## src/hdl/bae_pkg.sv

```systemverilog
package bae_pkg;

  localparam logic [1:0] MODE_INTERVAL = 2'd0;
  localparam logic [1:0] MODE_SYMBOL   = 2'd1;
  localparam logic [1:0] MODE_CONCLUDE = 2'd2;

  localparam logic [1:0] STATUS_OK  = 2'd0;
  localparam logic [1:0] STATUS_BAD = 2'd1;
  localparam logic [1:0] STATUS_SAT = 2'd2;

  localparam logic [24:0] PROB_ONE   = 25'h1000000;
  localparam logic [31:0] SPACE_MASK = 32'hffffff00;
  localparam int          MAX_RESULTS = 32;

  typedef struct packed {
    logic [1:0]  mode;
    logic [23:0] prob_low;
    logic [24:0] prob_high;
    logic [23:0] num_symbols;
    logic [23:0] symbol_index;
  } in_word_t;

  typedef struct packed {
    logic        bit_valid;
    logic        lead_bit;
    logic [15:0] run_count;
    logic [1:0]  status;
    logic        last;
  } out_word_t;

  typedef enum logic [3:0] {
    ST_IDLE,
    ST_DIV_LO,
    ST_DIV_HI,
    ST_CHECK,
    ST_MUL_LO,
    ST_MUL_HI,
    ST_ADJ,
    ST_EMIT,
    ST_E3,
    ST_FIN,
    ST_CONC,
    ST_CEMIT,
    ST_OUT
  } state_t;

endpackage

```

## src/hdl/binary_arithmetic_encoder_unit.sv

```systemverilog
// Sequence: mode 0 runs check, two 25-step shift-add multiplies, adjust and emit after
//   accept; mode 1 first adds two 49-step restoring divides. Conclude searches, then emits.
// One item at a time: a new item is accepted only in idle, after the previous one closed.
//   Each item emits its bit words, takes its E3 rescale steps and closes; every output
//   word is held until taken, so output stalls hold the unit.
// Reset (rst, synchronous): low = 0, high = all ones, underflow count = 0, idle.
module binary_arithmetic_encoder_unit
  import bae_pkg::*;
#(
  parameter int UF_WIDTH = 16
) (
  input  logic      clk,
  input  logic      rst,
  input  logic      in_valid,
  output logic      in_ready,
  input  in_word_t  in_data,
  output logic      out_valid,
  input  logic      out_ready,
  output out_word_t out_data
);

  localparam logic [UF_WIDTH-1:0] UF_MAX = '1;

  state_t state, state_next, ret;
  in_word_t item;
  logic [31:0] range_low, range_high;
  logic [UF_WIDTH-1:0] pending;
  logic [31:0] lo, hi;
  logic [24:0] pl, ph;
  logic [31:0] space;
  logic [49:0] rem;
  logic [48:0] quo;
  logic [56:0] acc;
  logic [24:0] mplier;
  logic [5:0]  cnt;
  logic [5:0]  nres;
  logic [1:0]  status;
  logic [31:0] mean, cv, cmask;
  out_word_t   obuf;

  logic [49:0] rem_shift;
  logic [24:0] div_res;
  logic [31:0] emit_run;
  logic [31:0] dv;
  logic        emit_now;
  logic        emit_more;

  assign rem_shift = {rem[48:0], quo[48]};
  assign div_res = quo[24:0];
  assign emit_run = 32'(pending);
  assign dv = range_high - range_low;
  assign emit_now = !(lo[31] ^ hi[31]) && nres < 6'(MAX_RESULTS);
  assign emit_more = (lo[30] == hi[30]) && nres < 6'(MAX_RESULTS - 1);

  assign in_ready = (state == ST_IDLE);
  assign out_valid = (state == ST_OUT);
  assign out_data = obuf;

  always_ff @(posedge clk) begin
    if (rst) begin
      state <= ST_IDLE;
      range_low <= '0;
      range_high <= '1;
      pending <= '0;
    end else begin
      state <= state_next;
      unique case (state)
        ST_IDLE: if (in_valid) begin
          item <= in_data;
          status <= STATUS_OK;
          nres <= '0;
          cnt <= '0;
          pl <= {1'b0, in_data.prob_low};
          ph <= in_data.prob_high;
          rem <= '0;
          quo <= {1'b0, in_data.symbol_index, 24'd0};
        end
        ST_DIV_LO, ST_DIV_HI: begin
          if (rem_shift >= 50'(item.num_symbols)) begin
            rem <= rem_shift - 50'(item.num_symbols);
            quo <= {quo[47:0], 1'b1};
          end else begin
            rem <= rem_shift;
            quo <= {quo[47:0], 1'b0};
          end
          cnt <= cnt + 6'd1;
          if (cnt == 6'd48) begin
            cnt <= '0;
            rem <= '0;
            if (state == ST_DIV_LO) begin
              pl <= (rem_shift >= 50'(item.num_symbols)) ? {div_res[23:0], 1'b1}
                                                           : {div_res[23:0], 1'b0};
              quo <= {1'b0, item.symbol_index + 24'd1, 24'd0};
            end else begin
              ph <= (rem_shift >= 50'(item.num_symbols)) ? {div_res[23:0], 1'b1}
                                                         : {div_res[23:0], 1'b0};
              if (item.symbol_index == item.num_symbols - 24'd1) ph <= PROB_ONE;
            end
          end
        end
        ST_CHECK: begin
          space <= (range_high - range_low) & SPACE_MASK;
          acc <= '0;
          mplier <= pl;
          cnt <= '0;
        end
        ST_MUL_LO, ST_MUL_HI: begin
          acc <= (mplier[24] ? acc + 57'(space) : acc);
          if (cnt != 6'd24) begin
            acc <= {(mplier[24] ? acc + 57'(space) : acc)} << 1;
            mplier <= mplier << 1;
            cnt <= cnt + 6'd1;
          end else begin
            cnt <= '0;
            if (state == ST_MUL_LO) begin
              lo <= range_low + 32'(((mplier[24] ? acc + 57'(space) : acc)) >> 24);
              acc <= '0;
              mplier <= ph;
            end else begin
              hi <= range_low + 32'(((mplier[24] ? acc + 57'(space) : acc)) >> 24) - 32'd1;
            end
          end
        end
        ST_ADJ: if (ph >= PROB_ONE) hi <= range_high;
        ST_EMIT: if (emit_now) begin
          obuf <= '{bit_valid: 1'b1, lead_bit: lo[31], run_count: emit_run[15:0],
                    status: STATUS_OK, last: 1'b0};
          pending <= '0;
          lo <= lo << 1;
          hi <= {hi[30:0], 1'b1};
          nres <= nres + 6'd1;
          ret <= ST_EMIT;
        end
        ST_E3: begin
          if (pending < UF_MAX) pending <= pending + 1'b1;
          else status <= STATUS_SAT;
          lo <= {1'b0, lo[29:0], 1'b0};
          hi <= {1'b1, hi[29:0], 1'b1};
        end
        ST_FIN: begin
          if (item.mode == MODE_INTERVAL || item.mode == MODE_SYMBOL) begin
            if (status != STATUS_BAD) begin
              range_low <= lo;
              range_high <= hi;
            end
          end
          if (item.mode == MODE_CONCLUDE) begin
            range_low <= '0;
            range_high <= '1;
            pending <= '0;
          end
          if (nres == '0) obuf <= '{bit_valid: 1'b0, lead_bit: 1'b0, run_count: '0,
                                   status: status, last: 1'b1};
          else obuf <= '{bit_valid: obuf.bit_valid, lead_bit: obuf.lead_bit,
                         run_count: obuf.run_count, status: status, last: 1'b1};
          ret <= ST_IDLE;
        end
        ST_CONC: begin
          if (cnt == '0) begin
            mean <= (dv >> 1) + range_low;
            cv <= '0;
            cmask <= '1;
            cnt <= 6'd1;
          end else begin
            cv <= (mean >> (6'd32 - cnt)) << (6'd32 - cnt);
            cmask <= (cnt >= 6'd32) ? 32'd0 : (32'hffffffff >> cnt);
            cnt <= cnt + 6'd1;
          end
          lo <= '0;
        end
        ST_CEMIT: begin
          obuf <= '{bit_valid: 1'b1, lead_bit: cv[31],
                    run_count: (lo == '0) ? emit_run[15:0] : 16'd0,
                    status: STATUS_OK, last: 1'b0};
          cv <= cv << 1;
          lo <= lo + 32'd1;
          nres <= nres + 6'd1;
          ret <= ST_CEMIT;
        end
        default: ;
      endcase
      if (state == ST_CONC && state_next == ST_CEMIT) begin
        hi <= (cnt == '0) ? 32'd1 : 32'(cnt - 6'd1);
        if (cnt == '0) cv <= '1;
        else cv <= cv | cmask;
      end
      if (state == ST_CHECK && state_next == ST_FIN) status <= STATUS_BAD;
      if (state == ST_IDLE && in_valid && in_data.mode != MODE_INTERVAL &&
          in_data.mode != MODE_SYMBOL && in_data.mode != MODE_CONCLUDE)
        status <= STATUS_BAD;
      if (state == ST_IDLE && in_valid && in_data.mode == MODE_SYMBOL &&
          (in_data.num_symbols == '0 || in_data.symbol_index >= in_data.num_symbols))
        status <= STATUS_BAD;
    end
  end

  logic conc_done;
  logic [31:0] cspace;
  always_comb begin
    cspace = 32'hffffffff;
    conc_done = (cv >= range_low) && ({1'b0, cv} + {1'b0, cmask} <= {1'b0, range_high});
    if (cnt >= 6'd33) conc_done = 1'b1;
    state_next = state;
    unique case (state)
      ST_IDLE: if (in_valid) begin
        priority if (in_data.mode == MODE_INTERVAL) state_next = ST_CHECK;
        else if (in_data.mode == MODE_SYMBOL) begin
          if (in_data.num_symbols == '0 || in_data.symbol_index >= in_data.num_symbols)
            state_next = ST_FIN;
          else state_next = ST_DIV_LO;
        end
        else if (in_data.mode == MODE_CONCLUDE) state_next = ST_CONC;
        else state_next = ST_FIN;
      end
      ST_DIV_LO: if (cnt == 6'd48) state_next = ST_DIV_HI;
      ST_DIV_HI: if (cnt == 6'd48) state_next = ST_CHECK;
      ST_CHECK: begin
        if (pl > 25'hffffff || ph > PROB_ONE || pl >= ph ||
            ((range_high - range_low) & SPACE_MASK & cspace) < 32'(PROB_ONE))
          state_next = ST_FIN;
        else state_next = ST_MUL_LO;
      end
      ST_MUL_LO: if (cnt == 6'd24) state_next = ST_MUL_HI;
      ST_MUL_HI: if (cnt == 6'd24) state_next = ST_ADJ;
      ST_ADJ: state_next = ST_EMIT;
      ST_EMIT: begin
        // the final bit word is held until the status is known
        if (emit_now) state_next = emit_more ? ST_OUT : ST_EMIT;
        else if (lo[31:30] == 2'b01 && hi[31:30] == 2'b10) state_next = ST_E3;
        else state_next = ST_FIN;
      end
      ST_E3:
        if (!(lo[29] && !hi[29])) state_next = ST_FIN;
      ST_FIN: state_next = ST_OUT;
      ST_CONC:
        if (cnt != '0 && conc_done) state_next = ST_CEMIT;
        else if (cnt == '0 && range_low == '0 && range_high == '1) state_next = ST_CEMIT;
      ST_CEMIT: state_next = (lo + 32'd1 == hi) ? ST_FIN : ST_OUT;
      ST_OUT: if (out_ready) begin
        if (ret == ST_IDLE) state_next = ST_IDLE;
        else if (ret == ST_CEMIT) state_next = ST_CEMIT;
        else state_next = ST_EMIT;
      end
      default: state_next = ST_IDLE;
    endcase
  end

  a_out_hold: assert property (@(posedge clk) disable iff (rst)
    out_valid && !out_ready |=> out_valid && $stable(out_data))
    else $error("output word changed while stalled");
  a_no_accept_busy: assert property (@(posedge clk) disable iff (rst)
    state != ST_IDLE |-> !in_ready)
    else $error("input accepted while busy");
  a_last_idle: assert property (@(posedge clk) disable iff (rst)
    out_valid && out_ready && out_data.last |=> state == ST_IDLE)
    else $error("last word did not end item");

endmodule
```

## config.mk

```make
export PLATFORM = sky130hd
export DESIGN_NAME = binary_arithmetic_encoder_unit
export DESIGN_NICKNAME = d
export VERILOG_FILES = /design/src/hdl/bae_pkg.sv /design/src/hdl/binary_arithmetic_encoder_unit.sv
export SDC_FILE = /design/constraint.sdc
export NUM_CORES = 2
export LEC_CHECK = 0
export BUFFER_PORTS_ARGS = -buffer_cell sky130_fd_sc_hd__buf_2
export CELL_PAD_IN_SITES_DETAIL_PLACEMENT = 2
export CELL_PAD_IN_SITES_GLOBAL_PLACEMENT = 2
export CORE_MARGIN = 5
export CORE_UTILIZATION = 41
export DETAILED_ROUTE_END_ITERATION = 6
export PLACE_DENSITY_LB_ADDON = 0.1
export SLEW_MARGIN = 15
export SYNTH_ARGS = -nofsm -noshare
export SYNTH_HDL_FRONTEND = slang
export SYNTH_SLANG_ARGS = --single-unit
```

## constraint.sdc

```tcl
create_clock -name clk -period 8.3 [get_ports clk]
set_clock_uncertainty 0.15 [all_clocks]
set_input_delay 1.66 -clock clk [delete_from_list [all_inputs] [get_ports clk]]
set_output_delay 1.66 -clock clk [all_outputs]
set_load 0.01 [all_outputs]
```

==> Word level (Yosys, flattened, before mapping) <==
Index checks and enable logic that the tools add are counted.
W data, S select, Z words.
{ "op_classes": {"n_mux": 90, "n_addsub": 15, "reduce_logical": 69, "n_lt_le_gt_ge": 14, "bitwise": 3, "n_shift": 3, "n_eq_ne": 49} }
{ "op_table": {"columns": ["operator", "n"], "rows": [
  ["$mux W32", 19],
  ["$mux W49", 6],
  ["$mux W25", 9],
  ["$pmux W49 S2", 2],
  ["$mux W57", 3],
  ["$pmux W32 S5", 1],
  ["$pmux W25 S2", 3],
  ["$pmux W32 S4", 1],
  ["$pmux W57 S2", 1],
  ["$mux W4", 18],
  ["$logic_not A32 Y1", 2],
  ["$mux W16", 4],
  ["$pmux W32 S2", 1],
  ["$pmux W21 S3", 1],
  ["$add A57 B32 Y57", 1],
  ["$pmux W4 S13", 1],
  ["$ge A50 B24 Y1", 1],
  ["$sub A49 B24 Y49", 1],
  ["$pmux W16 S3", 1],
  ["$mux W21", 2],
  ["$add A32 B32 Y33", 1],
  ["$le A33 B32 Y1", 1],
  ["$add A31 B32 Y32", 1],
  ["$add A32 B1 Y32 const B", 1],
  ["71 further kinds", 161]
]} }
{ "totals": {"out_inout_bits": 23, "ff_bits": 587} }

==> Depth between registers and ports, before layout <==
{ "depth": {"ltp_word": 11, "mapped_depth": 28} }

==> Worst setup path after synthesis <==
Ideal clock, no wire load.
{ "synth_timing": {"path_kind": "input to register", "from": "input rst", "to": "register mplier[0] (enable)", "cell_stages": 3, "setup_slack_ps": 1070, "required_ps": 7766, "path_buffers": 1, "setup_ps": 384, "arrival_time_ps": 6696, "cell_sequence": "clkbuf_1 nor3_1 and2_1"} }
{ "synth_via": {"elab_chain_cells": 2} }
{ "synth_lines": {"columns": ["item", "line", "source"], "rows": [
  ["start: declaration", "binary_arithmetic_encoder_unit.sv:13", "input logic rst,"],
  ["$not A1 Y1 (no line)", null, null],
  ["$reduce_and A3 Y1 (no line)", null, null],
  ["end signal: assignment", "binary_arithmetic_encoder_unit.sv:104", "mplier <= pl;"],
  ["end signal: assignment", "binary_arithmetic_encoder_unit.sv:111", "mplier <= mplier << 1;"],
  ["end signal: assignment", "binary_arithmetic_encoder_unit.sv:118", "mplier <= ph;"],
  ["end: declaration", "binary_arithmetic_encoder_unit.sv:34", "logic [24:0] mplier;"]
]} }
No other way between the ends.
A chain may end at the register's enable or synchronous reset.

==> Final worst setup path <==
{ "layout_timing": {"from": "register acc[8]", "to": "register hi[29], data pin"} }
{ "layout_via": {"elab_chain_cells": 8} }
{ "layout_lines": {"columns": ["item", "line", "source"], "rows": [
  ["start: declaration", "binary_arithmetic_encoder_unit.sv:33", "logic [56:0] acc;"],
  ["start signal: assignment", "binary_arithmetic_encoder_unit.sv:108", "acc <= (mplier[24] ? acc + 57'(space) : acc);"],
  ["start signal: assignment", "binary_arithmetic_encoder_unit.sv:110", "acc <= {(mplier[24] ? acc + 57'(space) : acc)} << 1;"],
  ["$add A57 B32 Y57", "binary_arithmetic_encoder_unit.sv:120", "hi <= range_low + 32'(((mplier[24] ? acc + 57'(space) : acc)) >> 24) - 32'd1;"],
  ["$mux W57", "binary_arithmetic_encoder_unit.sv:120", null],
  ["$add A32 B32 Y32", "binary_arithmetic_encoder_unit.sv:120", null],
  ["$sub A32 B1 Y32", "binary_arithmetic_encoder_unit.sv:120", null],
  ["$mux W32", "binary_arithmetic_encoder_unit.sv:115", "if (state == ST_MUL_LO) begin"],
  ["$mux W32", "binary_arithmetic_encoder_unit.sv:109", "if (cnt != 6'd24) begin"],
  ["$pmux W32 S4", "binary_arithmetic_encoder_unit.sv:67", "unique case (state)"],
  ["$mux W32", "binary_arithmetic_encoder_unit.sv:182", "if (state == ST_CONC && state_next == ST_CEMIT) begin"],
  ["end signal: assignment", "binary_arithmetic_encoder_unit.sv:120", null],
  ["end signal: assignment", "binary_arithmetic_encoder_unit.sv:124", "ST_ADJ: if (ph >= PROB_ONE) hi <= range_high;"],
  ["end signal: assignment", "binary_arithmetic_encoder_unit.sv:183", "hi <= (cnt == '0) ? 32'd1 : 32'(cnt - 6'd1);"],
  ["end: declaration", "binary_arithmetic_encoder_unit.sv:28", "logic [31:0] lo, hi;"]
]} }
No other way between the ends. The select of a mux whose other input is x is not followed.

==> metrics.md <==
| Metric | Value |
|---|---|
| Result of the run | completed |
| Starting DRT DRC Count | about 2900 |
| Post-route DRC | 0 |
| Most common cell after layout, fill and taps aside | edfxtp_1 |
| Post-synth cell types | 89 |
| Synth warn | 0 |
| TritonCTS Sinks | 584 |
| CTS root buf | clkbuf_16 |
| Post-DP HPWL | around 130000 um |
| Unrepaired setup endpoints after global routing | false |
| Die footprint | between 100000 and 150000 sq um |
| CP arrival | between 7 and 8 ns |
| Max Clock Freq | 0.133 GHz |
| DP Area | around 46000 sq um |
| Num CTS Buffers | 75 |
| Io pins | between 100 and 150 |
| Initial DRT Pass Iterations | 6 |
| Layout cell share with drive strength beyond 1 | about a tenth |
| Top cell type's share of synthesized area | between 30% and 40% |
| Routed Antenna Nets | 0 |
| Final period utilization | ~91% |
| Filler instances | roughly 12000 |
| Post-Route WL | 175000 um |
| Wirelength per Cell | around 28 um |
| Worst EP required | approximately 8.5 ns |
| Final Critical Period | roughly 7.5 ns |
| Syn Nets | ~5200 |
| LEAKAGE | ~19 nW |
| Width of the chip | between 300 and 400 um |
| # nets final | between 5000 and 6000 |
| Grt ovf | 0 |
| Synthesized flop and latch total | 584 |
| H-tree depth | 3 |
| Core footprint | 107000 sq um |
| Via count | between 30000 and 40000 |
| Startpoint Class | flop |
| Primary FF master, synth | edfxtp_1 |
| First-pass GRT wire length | 263000 um |
| Footprint of the multi-input gates | between 20000 and 30000 sq um |
| Critical Path Sink Type | flop |
| VDD IR max | roughly 170 uV |
| Design area | roughly 50000 sq um |
| Yosys top cell by area | edfxtp_1 |
| Initial Util | between 40% and 50% |
| PostCTS Resize Cnt | 0 |
| Post-CTS Setup Bufs | 0 |
| Post-synthesis sequential area ratio | roughly two fifths |
| Final hold viol count | 0 |
| Hold Path Class | flop to flop |
| Commonest cells after routing, fill and taps aside | 500 x edfxtp_1, 400 x nor2_1, 372 x nand2_1 |
| CP Max Fanout | 7 |
| N_diodes | 0 |
| Synthesized netlist cell count | ~4700 |
| Slew headroom | 16.8% |
| Port Buffers | approximately 130 |
| Final setup violation count | 0 |
| CTS clk-pin slew, worst paths | around 0.06 ns |
| Largest net degree at the start of global routing | a little under 90 |
| GPL Wtd Cong | 0.963 |
| Overall Power | about 14 mW |
| Crit path kind | flop to flop |
| Clock Latency Late Sink | 0.67 ns |
| Register area | between 15000 and 20000 sq um |
| Layout area overhead | 11.1% |
| Initial antenna violation count | 2 |
| Synth area leaders | edfxtp_1 34%, ha_1 9.5%, xnor2_1 4.2% |
| Final Max Tran Viols | 0 |
| PD cells | between 200 and 300 nW/um^2 |
| Die Y-Extent | about 340 um |
| Post-Route Setup TNS | 0 ns |
| Max_cap viols | 0 |
| GR Util All Layers | between 20% and 30% |
| Post-synth EDFFs | 500 |
| Syn Area/Cell | 9.30 sq um |
| CTS tree | yes |
| Asr flop ratio synth | 0% |
| Vias in the first global route | 41800 |
| Cell row count | between 100 and 150 |
| Worst-margin pin slew | about 1.2 ns |
| Synthesized area | about 44000 sq um |
| Clock Path Buffers | 3 |
| Hold-fix buffers, CTS | 0 |
| Vias per cell | slightly above 6 |
==> worst max-delay path: stages (launching register included) <==
cell,delay (ns)
edfxtp_1,0.39
ha_1,0.24
fa_1,0.42
a21o_1,0.20
a21oi_1,0.29
o21ai_0,0.13
a21oi_1,0.31
o221a_2,0.31
o21a_1,0.27
nand2b_1,0.10
a21oi_1,0.18
xnor2_1,0.08
mux2i_1,0.30
inv_1,0.09
ha_1,0.23
inv_1,0.08
fa_1,0.20
nor2b_1,0.07
o31ai_1,0.50
a21o_1,0.33
nor3_1,0.09
or3_1,0.44
or4_1,0.58
and4bb_2,0.42
nand3_1,0.24
nor4_1,0.31
xor2_1,0.19
o31ai_1,0.09
==> layout make-up <==
cell class	instances	share of cell area [%]
clock buffers	93	4.08
inverters	324	2.50
well taps	1403	3.60
multi-input cells	3591	51.9
flip-flops and latches	584	34.2
clock inverters	45	1.13
repair buffers	209	2.57
==> worst paths after layout <==
check	end	startpoint	cells after the start	slack (ns)
setup / recovery	hi[29]	acc[8]	27	0.76
setup reg to reg	hi[29]	acc[8]	27	0.76
hold / removal	pending[15]	pending[15]	2	0.38
hold reg to reg	pending[15]	pending[15]	2	0.38
==> through the flow <==
step                      utilization [%]  hold slack (ns)  worst slack [ns]  cells
after floorplan                         -            0.317              1.07   4726
after global placement               43.3            0.335             0.969   6111
after detailed placement             43.3            0.376             0.766   6111
after CTS                            45.7            0.386             0.732   6249
after global routing                 45.7            0.402             0.177   6249
final                                45.7            0.379             0.755   6249
==> logic make-up (layout without fill, tap and decap cells) <==
family	Yosys count	after routing	synth area share, %
fa+ha+maj	338	338	9.73
simple gates	1462	1462	16.0
mux	189	189	5.64
buf+inv	551	671	4.73
compound gates	1275	1275	19.3
flops	584	584	38.0
xor+xnor	327	327	6.55
==> report_power, final <==
part	switching (mW)	internal, mW	leakage, nW
Clock	1.46	1.98	1.24
Combinational	4.15	2.25	12.5
Sequential	0.422	3.93	5.31
==> flip-flops by register name, summed over array words and instances (netlist names), 32 cells and up <==
signal and count:
acc 55, item 50, quo 49, rem 49, cmask 32, cv 32
hi 32, lo 32, mean 32, range_high 32, range_low 32
==> cells in the mapped netlist, drive strengths merged, types with 13 or more instances <==
cell,instances
buf,31
a211oi,46
xnor2,213
nor4,55
edfxtp,500
o21a,44
xor2,113
o211ai,64
a221oi,28
inv,322
o2111ai,14
nor2,408
a32oi,18
o31ai,22
clkbuf,196
a31oi,61
nand4,69
nand2b,57
or4,17
a221o,14
nor3,95
a22o,32
a22oi,77
nand2,375
and3,71
a2111oi,14
o221ai,13
and2,44
o22ai,51
or2,25
nand3,126
mux2i,117
or3,29
nor2b,42
o21ai,191
o21bai,27
dfxtp,84
ha,332
mux4,44
mux2,28
and4,13
a21o,109
a21oi,341
==> routing by layer <==
layer	share of wire (%)	vias up	global-route usage (%)
met5	0.0063	-	0
met4	4.2	2	11.6
met3	4.2	285	3.31
met2	49	963	52.2
met1	43	20000	38.1
li1	-	17700	-
No activity file was read; power rests on OpenSTA's default activity.
